`config.mk`:
```
export PLATFORM = sky130hd
export DESIGN_NAME = lapedge_filter_flat
export DESIGN_NICKNAME = d
export VERILOG_FILES = /design/src/hdl/lapedge_pkg.sv /design/src/hdl/lapedge_if.sv /design/src/hdl/lapedge_filter.sv /design/src/flat_wrapper.sv
export SDC_FILE = /design/constraint.sdc
export NUM_CORES = 1
export LEC_CHECK = 0
export BUFFER_PORTS_ARGS = -buffer_cell sky130_fd_sc_hd__buf_4
export CORE_UTILIZATION = 30
export CTS_CLUSTER_DIAMETER = 80
export DETAILED_ROUTE_END_ITERATION = 8
export PLACE_DENSITY = 0.46
export SYNTH_ARGS = -nofsm -noshare
export SYNTH_HDL_FRONTEND = slang
export SYNTH_SLANG_ARGS = --single-unit
```
`constraint.sdc`:
```
create_clock -name clk -period 6.5 [get_ports clk]
set_input_delay 0.325 -clock clk [delete_from_list [all_inputs] [get_ports clk]]
set_output_delay 0.325 -clock clk [all_outputs]
set_load 0.01 [all_outputs]
```
`src/hdl/lapedge_pkg.sv`:
```
// shared types and constants for the 3x3 rgb laplacian edge unit
// no dependencies; compiled first

package lapedge_pkg;

    localparam int CH_W      = 8;   // bits per color channel
    localparam int DIM_W     = 11;  // frame dimension register width
    localparam int CNT_W     = 22;  // pixel counters, holds 2047 * 2047
    localparam int REG_IDX_W = 1;   // configuration register index

    localparam int RESET_WIDTH  = 640;
    localparam int RESET_HEIGHT = 480;

    typedef logic [DIM_W-1:0] dim_t;
    typedef logic [CNT_W-1:0] cnt_t;

    typedef enum logic [REG_IDX_W-1:0] {
        REG_FRAME_WIDTH  = 1'b0,
        REG_FRAME_HEIGHT = 1'b1
    } reg_index_t;

    typedef enum logic {
        KIND_PIXEL = 1'b0,
        KIND_FLUSH = 1'b1
    } kind_t;

    // red in the top byte, blue in the bottom byte
    typedef struct packed {
        logic [CH_W-1:0] red;
        logic [CH_W-1:0] green;
        logic [CH_W-1:0] blue;
    } pixel_t;

    // one column of the 3x3 window
    typedef struct packed {
        pixel_t top;
        pixel_t mid;
        pixel_t bot;
    } col_t;

    // result control handed from the line store stage to the filter
    typedef struct packed {
        logic valid;
        logic border;
        logic frame_end;
    } ctrl_t;

endpackage

```
`src/hdl/lapedge_if.sv`:
```


interface lapedge_out_if
    import lapedge_pkg::*;
();
    logic            valid;
    logic            ready;
    logic [CH_W-1:0] edge_red;
    logic [CH_W-1:0] edge_green;
    logic [CH_W-1:0] edge_blue;
    logic            frame_end;

    modport source (output valid, edge_red, edge_green, edge_blue, frame_end, input ready);
    modport sink (input valid, edge_red, edge_green, edge_blue, frame_end, output ready);
endinterface

```
`src/hdl/lapedge_filter.sv`:
```
// 3x3 window columns, laplacian per channel with clamp, result register
// depends on lapedge_pkg and lapedge_out_if

module lapedge_filter
    import lapedge_pkg::*;
(
    input  logic                 clk,
    input  logic                 rst_n,
    input  col_t                 col,
    input  ctrl_t                ctrl,
    output logic                 take,
    lapedge_out_if.source        edge_chan
);

    col_t   left_reg;
    col_t   center_reg;
    pixel_t res_reg;
    logic   res_end_reg;
    logic   res_valid_reg;
    logic   res_valid_next;
    pixel_t lap;

    // eight times the center minus the neighbors, clamped to 0..255
    function automatic logic [CH_W-1:0] lap_chan(
        input logic [CH_W-1:0]         c,
        input logic [7:0][CH_W-1:0]    n
    );
        logic [CH_W+2:0]        s;
        logic signed [CH_W+3:0] d;
        s = '0;
        for (int i = 0; i < 8; i++)
        begin
            s = s + (CH_W+3)'(n[i]);
        end
        d = $signed({1'b0, c, 3'b000}) - $signed({1'b0, s});
        if (d < 0)
        begin
            return '0;
        end
        else if (d > $signed((CH_W+4)'(255)))
        begin
            return {CH_W{1'b1}};
        end
        return d[CH_W-1:0];
    endfunction

    always_comb
    begin
        lap = '0;
        for (int k = 0; k < 3; k++)
        begin
            lap[k*CH_W +: CH_W] = lap_chan(center_reg.mid[k*CH_W +: CH_W],
                {left_reg.top[k*CH_W +: CH_W], left_reg.mid[k*CH_W +: CH_W],
                 left_reg.bot[k*CH_W +: CH_W], center_reg.top[k*CH_W +: CH_W],
                 center_reg.bot[k*CH_W +: CH_W], col.top[k*CH_W +: CH_W],
                 col.mid[k*CH_W +: CH_W], col.bot[k*CH_W +: CH_W]});
        end
    end

    assign take = ctrl.valid && (!res_valid_reg || edge_chan.ready);

    always_comb
    begin
        res_valid_next = res_valid_reg;
        if (take)
        begin
            res_valid_next = 1'b1;
        end
        else if (edge_chan.ready)
        begin
            res_valid_next = 1'b0;
        end
    end

    always_ff @(posedge clk or negedge rst_n)
    begin
        if (!rst_n)
        begin
            res_valid_reg <= 1'b0;
        end
        else
        begin
            res_valid_reg <= res_valid_next;
        end
    end

    // window shifts once per result, in result order
    always_ff @(posedge clk)
    begin
        if (take)
        begin
            left_reg    <= center_reg;
            center_reg  <= col;
            res_reg     <= ctrl.border ? '0 : lap;
            res_end_reg <= ctrl.frame_end;
        end
    end

    assign edge_chan.valid      = res_valid_reg;
    assign edge_chan.edge_red   = res_reg.red;
    assign edge_chan.edge_green = res_reg.green;
    assign edge_chan.edge_blue  = res_reg.blue;
    assign edge_chan.frame_end  = res_end_reg;

`ifndef SYNTHESIS
    a_take_shows: assert property (@(posedge clk) disable iff (!rst_n)
        take |=> edge_chan.valid)
        else $error("taken column gave no result");

    a_border_black: assert property (@(posedge clk) disable iff (!rst_n)
        take && ctrl.border |=> (edge_chan.edge_red == '0) && (edge_chan.edge_green == '0)
            && (edge_chan.edge_blue == '0))
        else $error("border result not black");

    a_end_kept: assert property (@(posedge clk) disable iff (!rst_n)
        take |=> (edge_chan.frame_end == $past(ctrl.frame_end)))
        else $error("frame end mark lost");
`endif

endmodule

```
`src/flat_wrapper.sv`:
```
// flat-port wrapper written by rule: the top's interface ports become plain ports
module lapedge_filter_flat import lapedge_pkg::*;
  (clk, rst_n, col, ctrl, take, edge_chan_valid, edge_chan_edge_red, edge_chan_edge_green, edge_chan_edge_blue, edge_chan_frame_end, edge_chan_ready);
  lapedge_out_if edge_chan_i ();
  input  logic clk;
  input  logic rst_n;
  input  col_t col;
  input  ctrl_t ctrl;
  output logic take;
  output wire logic [$bits(edge_chan_i.valid)-1:0] edge_chan_valid;
  output wire logic [$bits(edge_chan_i.edge_red)-1:0] edge_chan_edge_red;
  output wire logic [$bits(edge_chan_i.edge_green)-1:0] edge_chan_edge_green;
  output wire logic [$bits(edge_chan_i.edge_blue)-1:0] edge_chan_edge_blue;
  output wire logic [$bits(edge_chan_i.frame_end)-1:0] edge_chan_frame_end;
  input wire logic [$bits(edge_chan_i.ready)-1:0] edge_chan_ready;
  assign edge_chan_valid = edge_chan_i.valid;
  assign edge_chan_edge_red = edge_chan_i.edge_red;
  assign edge_chan_edge_green = edge_chan_i.edge_green;
  assign edge_chan_edge_blue = edge_chan_i.edge_blue;
  assign edge_chan_frame_end = edge_chan_i.frame_end;
  assign edge_chan_i.ready = edge_chan_ready;
  lapedge_filter u_core (.clk(clk), .rst_n(rst_n), .col(col), .ctrl(ctrl), .take(take), .edge_chan(edge_chan_i));
endmodule
```
==> results of run 1 <==
[area by class of cell]
class,count,area [um2]
inverter,195,732.0
clock buffer,19,442.9
clock inverter,13,120.1
tap,511,639.4
sequential,170,5100
multi-input combinational,554,5914
timing repair buffer,192,1481
fill,3775,23410
[metrics by stage]
stage	cell area [um2]	utilization [%]
finish	14430	38.13
global route	14430	38.13
CTS	14260	37.69
detailed placement	13680	36.15
global placement	13680	36.15
floorplan	11620	-
[cell usage after synthesis (12+ instances only)]
cell type,count
a21oi_1,50
inv_1,195
nor3_1,18
o21ai_0,28
nor2_1,36
xor2_1,33
edfxtp_1,169
nand2_1,26
fa_1,117
xnor2_1,26
ha_1,99
a21o_1,12
[critical path: cells and delay by family]
| kind | cells | cell delay (ns) |
|---|---|---|
| AO/OA/AOI/OAI | 6 | 1.21 |
| XOR/XNOR | 2 | 0.29 |
| adder cells (fa/ha/maj) | 8 | 3.14 |
| buffers and inverters | 4 | 0.35 |
| AND/OR/NAND/NOR | 5 | 1.07 |
[layer usage]
metal | vias up | track usage [%]
met5 | - | 0
met4 | 10 | 4.188
met3 | 31 | 3.679
met2 | 77 | 19.58
met1 | 3367 | 15.37
li1 | 3547 | -
[final timing paths]
kind,end
max,u_core.edge_chan.edge_blue[1]
min,u_core.edge_chan.frame_end
max reg2reg,u_core.edge_chan.edge_blue[1]
min reg2reg,u_core.left_reg[22]
max in group asynchronous,u_core.edge_chan.valid
min in group asynchronous,u_core.edge_chan.valid
[what timing repair did]
action                                  CTS  global route
endpoints found under the setup margin    1            24
pin swaps                                 0            20
hold buffers                              1             0
endpoints found under the hold margin     1             0
gates resized for setup                   1            40
buffers inserted                          0             2
[logic make-up after synthesis]
logic type                 after synthesis  synth area share (%)
DFF                                    170                 43.92
adders and majority gates              216                 30.84
buffers and inverters                  201                 6.573
muxes                                    1               0.08621
AOI/OAI and AO/OA                      143                 8.147
xor gates and xnor gates                59                 4.450
and+or+nand+nor                        135                 5.981
==> summary.md, run 1 <==
| Metric | Value |
|---|---|
| Status | complete, no violations |
| Fin cells | approximately 1700 |
| Drc violations | 0 |
| DIE HEIGHT | roughly 200 um |
| Slew at the pin closest to its max-slew limit | ~0.73 ns |
| Dpl hpwl | between 15 and 20 mm |
| R2R cell count | 20 |
| Longest Clk Path Bufs | 2 |
| Leading cell type in the layout, fill and taps excluded | inv_1 |
| Buffers on Ports | approximately 100 |
| H-tree levels | 4 |
| Grt ovf | 0 |
| Cell area after synthesis | between 10000 and 15000 um2 |
| Relative slew slack | 51.21% |
| Synth top area share | between 40% and 50% |
| WS Path Type | in -> reg |
| Final setup violation count | 0 |
| Period utilization | between 90% and 100% |
| DP Worst Slack | -0.5270 ns |
| Worst r2r src | u_core.center_reg[2] |
| Synth Flop Type | edfxtp_1 |
| Syn nets | between 1000 and 1500 |
| Vias in the first global route | between 7000 and 8000 |
| Min-delay worst type | in -> reg |
| GP Congestion | between 0.7 and 0.8 |
| WL/cell | about 13 um |
| CTS buffer count | 17 |
| Via-to-Cell Ratio | around 4.3 |
| Top Ports | roughly 110 |
| Met3 Wirelength | 904 um |
| Top Metal Used | met5 |
| Crit-path slowest cell | fa_2 |
| Hold path start | ctrl[0] |
| Post-synth cell types | 57 |
| Starting Density | between 30% and 40% |
| Seq cells post-synth | 170 |
| Synth area leaders | edfxtp_1 (44%), fa_1 (20%), ha_1 (11%), inv_1 (6.3%), xor2_1 (2.5%) |
| Layout area overhead | 24.28% |
| Clk root buf | clkbuf_16 |
| Clock Latency Late Sink | ~0.45 ns |
| Hold slack final | between 0.05 and 0.06 ns |
| Final Worst Setup Slack | about 0.27 ns |
| Diode count | 0 |
| R2r setup slk | approximately 0.65 ns |
| DR WL met2 | 10.55 mm |
| Worst setup EP type | flop |
| DP Cell Count | about 1600 |
| GR Util All Layers | roughly 12% |
| Nets | about 1400 |
| Initial antenna violation count | 5 |
| Crit start category | primary input |
| Drt first pass iters | 4 |
| CTS tree | done |
| Synth Area per Inst | roughly 13 um2 |
| Post-Synthesis Cells | approximately 930 |
| Max Freq | 0.1606 GHz |
| Clock Skew | between 0.01 and 0.015 ns |
| Num rows | 71 |
| Yosys warning count | 0 |
| Clk slew on worst S/H paths | 0.06 ns |
| Most frequent cells in the layout | inv_1 (195), buf_4 (188), edfxtp_1 (169), fa_1 (114), ha_1 (96) |
| Number of synthesized flops with an enable pin | around 170 |
| Vias | roughly 7000 |
| Most area-hungry cell type in the Yosys netlist | edfxtp_1 |
| 1st-iter DRT viols | 238 |
| Max Cap Viol | 0 |
| Final wirelength | approximately 22 mm |
| WP data required | 6.70 ns |
| Core ar. | approximately 38000 um2 |
| Final-report hold violation count | 0 |
| Setup_tns | 0 ns |
| Crit path max fanout | 2 |
| Metal1 wirelength | approximately 10 mm |
| Async SR Flop Fraction | less than 1% |
| Pin count of the biggest net entering global routing | ~120 |
| Crit. Startpoint | col[0] |
| Crit path DAT | approximately 6.4 ns |
| Critical Path Max Stage Delay | roughly 0.56 ns |
| First-pass GRT wire length | around 36 mm |
| Seq/Total Area, Yosys | 43.92% |
| Crit path time final | a little over 6 ns |
| Final ANT Viol Nets | 0 |
| Clk sink count | 170 |
| Hold Crit Depth | 1 |
| Max Slew Vio Count | 0 |
| Layout cells sized above 1 | a little under a quarter |
| Die area | ~39000 um2 |
| Critical Path Most Common Cell | fa_1 |
| Overall die width | around 200 um |
Power of run 1 is left out: the tool's default activity adds up to more than one toggle a clock period on the data nets, which glitch-free logic cannot reach.
==> run 2, diff against run 1 <==
--- a/config.mk
+++ b/config.mk
@@ -6,10 +6,11 @@
 export NUM_CORES = 1
 export LEC_CHECK = 0
 export BUFFER_PORTS_ARGS = -buffer_cell sky130_fd_sc_hd__buf_4
-export CORE_UTILIZATION = 30
+export CORE_UTILIZATION = 45
 export CTS_CLUSTER_DIAMETER = 80
 export DETAILED_ROUTE_END_ITERATION = 8
-export PLACE_DENSITY = 0.46
+export PLACE_DENSITY = 0.63
+export SETUP_SLACK_MARGIN = 0.5
 export SYNTH_ARGS = -nofsm -noshare
 export SYNTH_HDL_FRONTEND = slang
 export SYNTH_SLANG_ARGS = --single-unit
==> summary.md, run 2 (synthesis results as in run 1) <==
| Metric | Value |
|---|---|
| Crit path time final | 6.141 ns (was 6.226 ns) |
| WP data required | 6.67 ns (was 6.70 ns) |
| Clk slew on worst S/H paths | 0.07 ns (was 0.06 ns) |
| Clock Skew | 0.01094 ns (was 0.01298 ns) |
| Drc violations | 0 (unchanged) |
| First-pass GRT wire length | 33.58 mm (was 36.40 mm) |
| Pin count of the biggest net entering global routing | 75 (was 121) |
| GP Congestion | 0.8033 (was 0.7651) |
| Buffers on Ports | 104 (unchanged) |
| Clk root buf | clkbuf_16 (unchanged) |
| Unrepaired setup endpoints after global routing | true |
| Crit path DAT | 6.31 ns (was 6.42 ns) |
| Clock Latency Late Sink | 0.43 ns (was 0.45 ns) |
| Top Ports | 105 (unchanged) |
| Crit path max fanout | 2 (unchanged) |
| Nets | 1391 (was 1424) |
| Final ANT Viol Nets | 0 (unchanged) |
| WL/cell | 14.19 um (was 13.41 um) |
| Drt first pass iters | 4 (unchanged) |
| Final setup violation count | 0 (unchanged) |
| Via-to-Cell Ratio | 4.856 (was 4.252) |
| Leading cell type in the layout, fill and taps excluded | inv_1 (unchanged) |
| Period utilization | 94.48% (was 95.78%) |
| Clk sink count | 170 (unchanged) |
| Core ar. | 25250 um2 (was 37840 um2) |
| 1st-iter DRT viols | 257 (was 238) |
| Final-report hold violation count | 0 (unchanged) |
| Vias | 6997 (was 7032) |
| Max Freq | 0.1628 GHz (was 0.1606 GHz) |
| CTS buffer count | 17 (unchanged) |
| Num rows | 58 (was 71) |
| Overall die width | 162.6 um (was 198.7 um) |
| Initial antenna violation count | 3 (was 5) |
| GR Util All Layers | 16.10% (was 12.13%) |
| Worst setup EP type | flop (unchanged) |
| DIE HEIGHT | 162.6 um (was 198.7 um) |
| Slew at the pin closest to its max-slew limit | 0.9589 ns (was 0.7318 ns) |
| CTS tree | done (unchanged) |
| Max Cap Viol | 0 (unchanged) |
| Die area | 26450 um2 (was 39490 um2) |
| Dpl hpwl | 15.52 mm (was 17.57 mm) |
| WS Path Type | in -> reg (unchanged) |
| Most frequent cells in the layout | inv_1 (190), edfxtp_1 (169), buf_4 (142), fa_1 (108), ha_1 (83) (was inv_1 (195), buf_4 (188), edfxtp_1 (169), fa_1 (114), ha_1 (96)) |
| Max Slew Vio Count | 0 (unchanged) |
| Vias in the first global route | 7330 (was 7412) |
| Layout cells sized above 1 | 29.22% (was 23.97%) |
| DP Worst Slack | -0.1741 ns (was -0.5270 ns) |
| Grt ovf | 0 (unchanged) |
| Final Worst Setup Slack | 0.3585 ns (was 0.2743 ns) |
| Starting Density | 45.98% (was 30.68%) |
| Crit start category | primary input (unchanged) |
| Status | complete, no violations (unchanged) |
| Relative slew slack | 36.07% (was 51.21%) |
| H-tree levels | 4 (unchanged) |
| Longest Clk Path Bufs | 2 (unchanged) |
| Min-delay worst type | in -> reg (unchanged) |
| Final wirelength | 20.44 mm (was 22.19 mm) |
| Layout area overhead | 25.93% (was 24.28%) |
==> run 2: cell types whose count changed in the layout (fill, tap and decap cells not counted), moves of 7 or more <==
cell and delta:
buf_6 +10, o21ai_0 -14, a21oi_2 +18, o21ai_2 +9, nand2_4 +7, buf_4 -46, ha_4 +12, a21oi_1 -21
ha_1 -13
==> run 2: stage by stage <==
stage	utilization (%)	hold slack (ns)	instances	instance area (um2)	TNS (ns)
finish	57.90	0.07508	1441	14620	0
detailed placement	52.88	0.1009	1394	13350	-2.032
floorplan	-	0.02941	925	11880	0
global placement	52.88	0.1009	1394	13350	-1.121
CTS	55.64	0.05727	1427	14050	0
global route	57.88	0.06153	1439	14620	0
==> run 2: area by class of cell <==
type	instances	area [um2]
Sequential cell	170	5100
Clock inverter	14	166.4
Antenna cell	2	5.005
Multi-Input combinational cell	554	6496
Timing Repair Buffer	159	1284
Tap cell	330	412.9
Fill cell	2110	10630
Clock buffer	17	425.4
Inverter	195	732.0
==> run 2: final timing paths <==
path / endpoint / slack, ns / depth (start not counted) / startpoint
min: u_core.center_reg[37] / 0.08 / 1 / col[37]
min in group asynchronous: u_core.edge_chan.valid / 0.21 / 2 / rst_n
min reg2reg: u_core.left_reg[14] / 0.45 / 0 / u_core.center_reg[14]
max reg2reg: u_core.edge_chan.edge_blue[1] / 0.53 / 20 / u_core.center_reg[50]
max in group asynchronous: u_core.edge_chan.valid / 6.21 / 2 / rst_n
max: u_core.edge_chan.edge_blue[1] / 0.36 / 25 / col[0]
==> run 2: critical path: stages <==
cell and delay, ns:
buf_8 0.10, ha_4 0.16, fa_2 0.35, a21o_1 0.20, a21oi_2 0.20, xnor2_2 0.09
fa_1 0.54, inv_1 0.05, fa_1 0.49, fa_1 0.43, fa_1 0.51, inv_2 0.05
ha_4 0.20, o21a_1 0.18, o31a_1 0.11, or4_4 0.51, nand2_4 0.10, xor2_2 0.13
ha_1 0.25, a21o_1 0.18, a21o_1 0.17, a22o_1 0.22, a41o_2 0.26, and2_4 0.14
or3_1 0.36
==> run 2: repair_timing <==
item                       4_1_cts  5_1_grt
hold endpoints to repair         1        0
buffers inserted                 1       12
gates resized for setup         22      112
pin swaps                       13      100
hold buffers                     1        0
setup endpoints to repair       24       24
==> run 2: per-layer routing <==
layer / GRT usage (%) / vias to the layer above / routed length (um)
met5: 0 / - / 17
met3: 3.438 / 14 / 773
met1: 19.97 / 3407 / 8907
met4: 4.715 / 2 / 206
li1: - / 3486 / -
met2: 28.21 / 88 / 10540
Power of run 2 is left out for the same reason.
